==> src/rtl/core/ubsd_pkg.sv <==
// Shared types and constants for the byte-stream character decoder.
`timescale 1ns / 1ps
`default_nettype none

package ubsd_pkg;

  localparam int unsigned BYTE_W  = 8;
  localparam int unsigned CP_W    = 32;
  localparam int unsigned PEND_W  = 2;
  localparam int unsigned MODE_W  = 2;

  // Encoding select codes
  localparam logic [MODE_W-1:0] MODE_UTF8    = 2'd0;
  localparam logic [MODE_W-1:0] MODE_UTF16BE = 2'd1;
  localparam logic [MODE_W-1:0] MODE_UTF32BE = 2'd2;

  localparam logic [CP_W-1:0] REPLACEMENT_CHAR   = 32'h0000_FFFD;
  localparam logic [CP_W-1:0] SUPPLEMENTARY_BASE = 32'h0001_0000;
  localparam logic [15:0]     SURR_LO            = 16'hD800;
  localparam logic [15:0]     SURR_HI            = 16'hDFFF;

  localparam logic [BYTE_W-1:0] ASCII_MAX     = 8'h7F;
  localparam logic [BYTE_W-1:0] LEAD2_MAX     = 8'hDF;
  localparam logic [BYTE_W-1:0] LEAD3_MAX     = 8'hEF;

  // Result of one decode pass over a byte
  typedef struct packed {
    logic [PEND_W-1:0] pending_next;
    logic [CP_W-1:0]   acc_next;
    logic              emit;
    logic [CP_W-1:0]   code_point;
    logic              replaced;
  } decode_t;

endpackage : ubsd_pkg

`default_nettype wire

==> src/rtl/core/ubsd_decode.sv <==
// Per-byte decode logic: next sequence state and optional code point.
`timescale 1ns / 1ps
`default_nettype none

module ubsd_decode
  import ubsd_pkg::*;
(
  input  wire logic [MODE_W-1:0] mode,
  input  wire logic [PEND_W-1:0] pending,
  input  wire logic [CP_W-1:0]   acc,
  input  wire logic [BYTE_W-1:0] byte_in,
  output decode_t                res
);

  logic [PEND_W-1:0] pend_dec;
  logic [CP_W-1:0]   unit16;
  logic [CP_W-1:0]   pair_sum;
  logic [CP_W-1:0]   cont8;
  logic [CP_W-1:0]   part32;

  assign pend_dec = pending - PEND_W'(1);
  assign unit16   = acc | {24'd0, byte_in};
  assign pair_sum = unit16 + SUPPLEMENTARY_BASE;

  // Six payload bits of a UTF-8 continuation byte at their place
  always_comb begin
    case (pend_dec)
      2'd0:    cont8 = {26'd0, byte_in[5:0]};
      2'd1:    cont8 = {20'd0, byte_in[5:0], 6'd0};
      2'd2:    cont8 = {14'd0, byte_in[5:0], 12'd0};
      default: cont8 = {8'd0, byte_in[5:0], 18'd0};
    endcase
  end

  // One byte of a UTF-32 word at its place
  always_comb begin
    case (pend_dec)
      2'd0:    part32 = {24'd0, byte_in};
      2'd1:    part32 = {16'd0, byte_in, 8'd0};
      2'd2:    part32 = {8'd0, byte_in, 16'd0};
      default: part32 = {byte_in, 24'd0};
    endcase
  end

  always_comb begin
    res              = '0;
    res.pending_next = pending;
    res.acc_next     = acc;
    case (mode)
      MODE_UTF8: begin
        if (pending == '0) begin
          if (byte_in <= ASCII_MAX) begin
            res.emit       = 1'b1;
            res.code_point = {24'd0, byte_in};
          end else if (byte_in <= LEAD2_MAX) begin
            res.acc_next     = {21'd0, byte_in[4:0], 6'd0};
            res.pending_next = 2'd1;
          end else if (byte_in <= LEAD3_MAX) begin
            res.acc_next     = {16'd0, byte_in[3:0], 12'd0};
            res.pending_next = 2'd2;
          end else begin
            res.acc_next     = {11'd0, byte_in[2:0], 18'd0};
            res.pending_next = 2'd3;
          end
        end else if (byte_in[7:6] == 2'b10) begin
          res.acc_next     = acc | cont8;
          res.pending_next = pend_dec;
          res.emit         = (pend_dec == '0);
          res.code_point   = acc | cont8;
        end else begin
          // broken sequence: drop it and substitute
          res.acc_next     = REPLACEMENT_CHAR;
          res.pending_next = '0;
          res.emit         = 1'b1;
          res.code_point   = REPLACEMENT_CHAR;
          res.replaced     = 1'b1;
        end
      end
      MODE_UTF16BE: begin
        case (pending)
          2'd0: begin
            res.acc_next     = {16'd0, byte_in, 8'd0};
            res.pending_next = 2'd1;
          end
          2'd1: begin
            if (unit16 >= {16'd0, SURR_LO} && unit16 <= {16'd0, SURR_HI}) begin
              res.acc_next     = {12'd0, unit16[9:0], 10'd0};
              res.pending_next = 2'd3;
            end else begin
              res.acc_next     = unit16;
              res.pending_next = '0;
              res.emit         = 1'b1;
              res.code_point   = unit16;
            end
          end
          2'd3: begin
            res.acc_next     = acc | {22'd0, byte_in[1:0], 8'd0};
            res.pending_next = 2'd2;
          end
          default: begin
            res.acc_next     = pair_sum;
            res.pending_next = '0;
            res.emit         = 1'b1;
            res.code_point   = pair_sum;
          end
        endcase
      end
      MODE_UTF32BE: begin
        if (pending == '0) begin
          res.acc_next     = {byte_in, 24'd0};
          res.pending_next = 2'd3;
        end else begin
          res.acc_next     = acc | part32;
          res.pending_next = pend_dec;
          res.emit         = (pend_dec == '0);
          res.code_point   = acc | part32;
        end
      end
      default: begin
        res.emit = 1'b0;
      end
    endcase
  end

endmodule : ubsd_decode

`default_nettype wire

==> src/rtl/core/ubsd_out_stage.sv <==
// Result register with stream handshake toward the consumer.
`timescale 1ns / 1ps
`default_nettype none

module ubsd_out_stage
  import ubsd_pkg::*;
(
  input  wire logic            clk,
  input  wire logic            rst,
  input  wire logic            load,
  input  wire logic [CP_W-1:0] code_point,
  input  wire logic            replaced,
  output logic                 free,
  output logic                 m_axis_tvalid,
  input  wire logic            m_axis_tready,
  output logic [CP_W-1:0]      m_axis_tdata,
  output logic [0:0]           m_axis_tuser
);

  assign free = !m_axis_tvalid || m_axis_tready;

  always_ff @(posedge clk) begin
    if (rst) begin
      m_axis_tvalid <= 1'b0;
    end else if (load) begin
      m_axis_tvalid <= 1'b1;
    end else if (m_axis_tready) begin
      m_axis_tvalid <= 1'b0;
    end
  end

  // hold payload until the beat is taken
  always_ff @(posedge clk) begin
    if (load) begin
      m_axis_tdata <= code_point;
      m_axis_tuser <= replaced;
    end
  end

endmodule : ubsd_out_stage

`default_nettype wire

==> src/rtl/core/unicode_byte_stream_decoder_core.sv <==
// Top level of the byte-stream character decoder (UTF-8 / UTF-16BE / UTF-32BE).
//
//   channel   direction  handshake                     payload
//   s_axis    in         s_axis_tvalid/s_axis_tready   tdata[7:0] byte_in
//   m_axis    out        m_axis_tvalid/m_axis_tready   tdata[31:0] code_point,
//                                                      tuser[0] replaced
//   cfg       in         cfg_valid/cfg_ready           cfg_data[1:0] encoding_mode
//
// One byte per cycle sustained unless a completing byte waits for the result
// slot. A byte is held in the input register, then the decode pass updates the
// sequence state and loads the result register, from which the code point of
// a sequence's last byte shows on m_axis.
// Bytes that complete nothing keep flowing while the result register stalls;
// a completing byte waits in the input register until the result slot frees.
// rst (synchronous) clears both valid flags, the sequence state and the mode.
// cfg_ready is always high; a mode write also abandons any open sequence.
`timescale 1ns / 1ps
`default_nettype none

module unicode_byte_stream_decoder_core
  import ubsd_pkg::*;
(
  input  wire logic              clk,
  input  wire logic              rst,
  // byte stream in
  input  wire logic              s_axis_tvalid,
  output logic                   s_axis_tready,
  input  wire logic [BYTE_W-1:0] s_axis_tdata,   // [7:0] byte_in
  // code points out
  output logic                   m_axis_tvalid,
  input  wire logic              m_axis_tready,
  output logic [CP_W-1:0]        m_axis_tdata,   // [31:0] code_point
  output logic [0:0]             m_axis_tuser,   // [0] replaced
  // mode register write
  input  wire logic              cfg_valid,
  output logic                   cfg_ready,
  input  wire logic [MODE_W-1:0] cfg_data
);

  // Input register
  logic              in_vld;
  logic [BYTE_W-1:0] in_byte;

  // Sequence state
  logic [MODE_W-1:0] mode;
  logic [PEND_W-1:0] pending;
  logic [CP_W-1:0]   acc;

  decode_t dec;
  logic    out_free;
  logic    fire;

  assign cfg_ready = 1'b1;

  // Advance the held byte unless it has a result and the result slot is full.
  assign fire          = in_vld && (out_free || !dec.emit);
  assign s_axis_tready = !in_vld || fire;

  always_ff @(posedge clk) begin
    if (rst) begin
      in_vld <= 1'b0;
    end else if (s_axis_tready) begin
      in_vld <= s_axis_tvalid;
    end
  end

  always_ff @(posedge clk) begin
    if (s_axis_tready) begin
      in_byte <= s_axis_tdata;
    end
  end

  ubsd_decode u_decode (
    .mode    (mode),
    .pending (pending),
    .acc     (acc),
    .byte_in (in_byte),
    .res     (dec)
  );

  // Mode write wins and drops any partial sequence.
  always_ff @(posedge clk) begin
    if (rst) begin
      mode    <= MODE_UTF8;
      pending <= '0;
      acc     <= '0;
    end else if (cfg_valid) begin
      mode    <= cfg_data;
      pending <= '0;
      acc     <= '0;
    end else if (fire) begin
      pending <= dec.pending_next;
      acc     <= dec.acc_next;
    end
  end

  ubsd_out_stage u_out (
    .clk           (clk),
    .rst           (rst),
    .load          (fire && dec.emit),
    .code_point    (dec.code_point),
    .replaced      (dec.replaced),
    .free          (out_free),
    .m_axis_tvalid (m_axis_tvalid),
    .m_axis_tready (m_axis_tready),
    .m_axis_tdata  (m_axis_tdata),
    .m_axis_tuser  (m_axis_tuser)
  );

endmodule : unicode_byte_stream_decoder_core

`default_nettype wire

==> config.mk <==
export PLATFORM = sky130hd
export DESIGN_NAME = unicode_byte_stream_decoder_core
export DESIGN_NICKNAME = d
export VERILOG_FILES = /design/src/rtl/core/ubsd_pkg.sv /design/src/rtl/core/ubsd_decode.sv /design/src/rtl/core/ubsd_out_stage.sv /design/src/rtl/core/unicode_byte_stream_decoder_core.sv
export SDC_FILE = /design/constraint.sdc
export NUM_CORES = 1
export LEC_CHECK = 0
export ABC_CLOCK_PERIOD_IN_PS = 3760
export BUFFER_PORTS_ARGS = -buffer_cell sky130_fd_sc_hd__buf_4
export CORE_UTILIZATION = 30
export DETAILED_ROUTE_END_ITERATION = 8
export HOLD_SLACK_MARGIN = 0.06
export PLACE_DENSITY = 0.48
export SETUP_SLACK_MARGIN = 0.5
export SYNTH_ARGS = -nofsm -noshare
export SYNTH_HDL_FRONTEND = slang
export SYNTH_SLANG_ARGS = --single-unit
==> constraint.sdc <==
create_clock -name clk -period 3.76 [get_ports clk]
set_input_delay 0.752 -clock clk [delete_from_list [all_inputs] [get_ports clk]]
set_output_delay 0.752 -clock clk [all_outputs]
set_load 0.01 [all_outputs]
==> impl_metrics.ini <==
[global_route]
grt_pass1_wl_um = 34300
grt.overflow.total = 0
grt_use_total = 0.231
grt_max_degree = 41
grt_pass1_vias = 5711
antenna_found_initial = 0

[floorplan]
io_pins = 51
start_util = 0.307
fp.dieW_um = 141
dieArea_um2 = 19800
core-area_um2 = 18800
die_y_um = 141
num_rows = 50

[pwr]
p_int_mw = 1.60
power_frac_seq = 0.430
combPwrFrac = 0.159
p_sw_frac = 0.293
pwr_density_cell_nw_per_um2 = 339
power_leakage_nw = 2.32
power.switching_uw = 663
clockPowerShare = 0.412
ir_drop_uv = 223

[layout]
nets = 738
final_common_cell = buf_4
drive_gt1_frac = 0.169
most-common-layout-cells = 75 x buf_4, 61 x nand2_1, 59 x a21oi_1
area_growth_pct = 15.9

[routing]
vias_per_cell = 6.25
postRouteAntennaNets = 0
drc = 0
wire_per_inst_um = 23.8
drt_iter0_drc = 760
via_count = 5941
dr.pass1.iters = 5
drt_wl_total_um = 22600

[setup_path]
critPathBufInv = 2
cp_max_fo = 7
cp-end-kind = primary output
path_delay_family = simple AND/OR/NAND/NOR gates
rrSetupSlack_ns = 0.71
crit_chain = inv_1 > ha_1 > a21boi_1 > nor2_1 > a22oi_2 > nand2b_1 > nand3_2 > or2_4 > buf_4
arrival_ns = 2.38
max_stage_delay_ns = 0.42
crit_type = flop to primary output
crit_slowest_cell = dfxtp_2
worst_setup_path_start_kind = flop
cp.required_ns = 3.01

[synthesis]
syn-num-nets = 720
async_flop_share = 0
yosysSeqAreaShare = 0.345
synth_ff_type = edfxtp_1
ys_seq_elements = 79
yosys.area.top_type = edfxtp_1
avgSynthCellArea_um2 = 8.34
synthTopCellsByArea = edfxtp_1 21%, dfxtp_1 13%, a21oi_1 5.2%, o21ai_0 4.2%, nand2_1 4.0%
yosysWarnings = 0
synth_edf_count = 41
synthDistinctLibCells = 77
synth_top_area_frac = 0.213
syn_area_um2 = 5770
netlist_instances = 692

[min_path]
hold_path_class = flop to flop

[sta]
hold_violations = 0
fin_crit_ns = 3.13
fmax_mhz = 319
rsz0062_at_grt = true
hold_slack_ns = 0.520
relSlewSlack = 0.396
post-route-period-util = 0.833
fin_skew_ns = 0.00735
worstMarginPinSlew_ns = 0.906
setup_tns_ns = 0
finalSetupViolCount = 0
drv_slew = 0

[clock_tree]
cts_buffers = 9
htreeDepth = 3
clk_pin_slew_worst_paths_ns = 0.07
clockBufferDepth = 2
hold_buffers = 0
cts_root_buf = clkbuf_16
cts_sinks = 79
clk_latency_ns = 0.36
cts_tree = built

[run_status]
status = complete, no violations

[placement]
dp_hpwl_um = 15500
gp_congestion = 0.958
place.port_buffers = 49

[flow_run]
maxCapViolCount = 0
==> registers in the layout, summed over array words and instances (netlist names) <==
| register | cells |
|---|---|
| in_byte | 8 |
| acc | 32 |
| in_vld | 1 |
| pending | 2 |
| u_out.m_axis_tdata | 32 |
| u_out.m_axis_tuser | 1 |
| mode | 2 |
| u_out.m_axis_tvalid | 1 |
==> cells in the mapped netlist, types with 15 or more instances <==
cell and number:
a211oi_1 15, nor2_1 49, buf_2 15, clkbuf_1 44, a21oi_1 60, nand2_1 61, edfxtp_1 41, nand3_1 21
o31ai_1 17, o21ai_0 49, inv_1 20, dfxtp_1 38
==> per-stage QoR <==
stage               power, mW  cells  setup WS, ns  cell area [um^2]  utilization
floorplan                1.20    692         0.715              5770            -
global placement         1.34    931         0.480              6310        0.336
detailed placement       1.34    931         0.407              6310        0.336
CTS                      2.28    949         0.558              6670        0.356
global route             2.34    949         0.479              6690        0.356
finish                   2.27    950         0.630              6690        0.356
==> routing by layer <==
layer / vias up / share of wire / GRT usage
met5: - / 0 / 0
met4: 0 / 0.045 / 0.142
met3: 77 / 0.085 / 0.0363
met2: 374 / 0.43 / 0.342
met1: 2813 / 0.44 / 0.313
li1: 2677 / - / -
==> layout make-up <==
type / count / area [um^2]
fillers: 1999 / 12100
clock inverters: 6 / 67.6
flip-flops and latches: 79 / 1990
clock buffers: 10 / 239
diodes: 1 / 2.50
well taps: 234 / 293
repair buffers: 75 / 563
multi-input cells: 523 / 3450
inverters: 22 / 82.6
==> path summary, 6_finish.rpt <==
| path | endpoint | start | cells after the start |
|---|---|---|---|
| max | s_axis_tready | pending[0]$_SDFFE_PP0P_ | 9 |
| min | acc[7]$_SDFFE_PP0P_ | acc[7]$_SDFFE_PP0P_ | 2 |
| max reg2reg | acc[31]$_SDFFE_PP0P_ | pending[0]$_SDFFE_PP0P_ | 8 |
| min reg2reg | acc[7]$_SDFFE_PP0P_ | acc[7]$_SDFFE_PP0P_ | 2 |
==> what timing repair did <==
action                                  in CTS  in global routing
setup buffers                                2                  0
resized for setup                           10                  3
endpoints found under the setup margin       1                  8
pin swaps                                    2                  0
==> power groups by stage <==
stage	clock [mW]	combinational, mW	sequential (mW)
5_1_grt	0.981	0.384	0.977
3_5_place_dp	0	0.349	0.990
3_3_place_gp	0	0.350	0.990
4_1_cts	0.949	0.354	0.972
2_1_floorplan	0	0.219	0.978
6_report	0.933	0.360	0.973
==> worst min-delay path: stages, from the launching register on <==
cell     delay [ns]
dfxtp_1        0.35
nand2_1        0.07
mux2i_1        0.05
==> cells by family (layout without fill, tap and decap cells) <==
group                    count (synthesis)  count (layout)  synth area share
AO/OA/AOI/OAI                          281             281             0.342
XOR/XNOR                                 4               4           0.00607
adder cells (fa/ha/maj)                 13              13            0.0282
buffers and inverters                   90             113            0.0683
flip-flops                              79              79             0.345
multiplexers                             9               9            0.0156
other                                    1               2          0.000650
AND/OR/NAND/NOR                        215             215             0.194
Power figures use the tool's default switching activity.
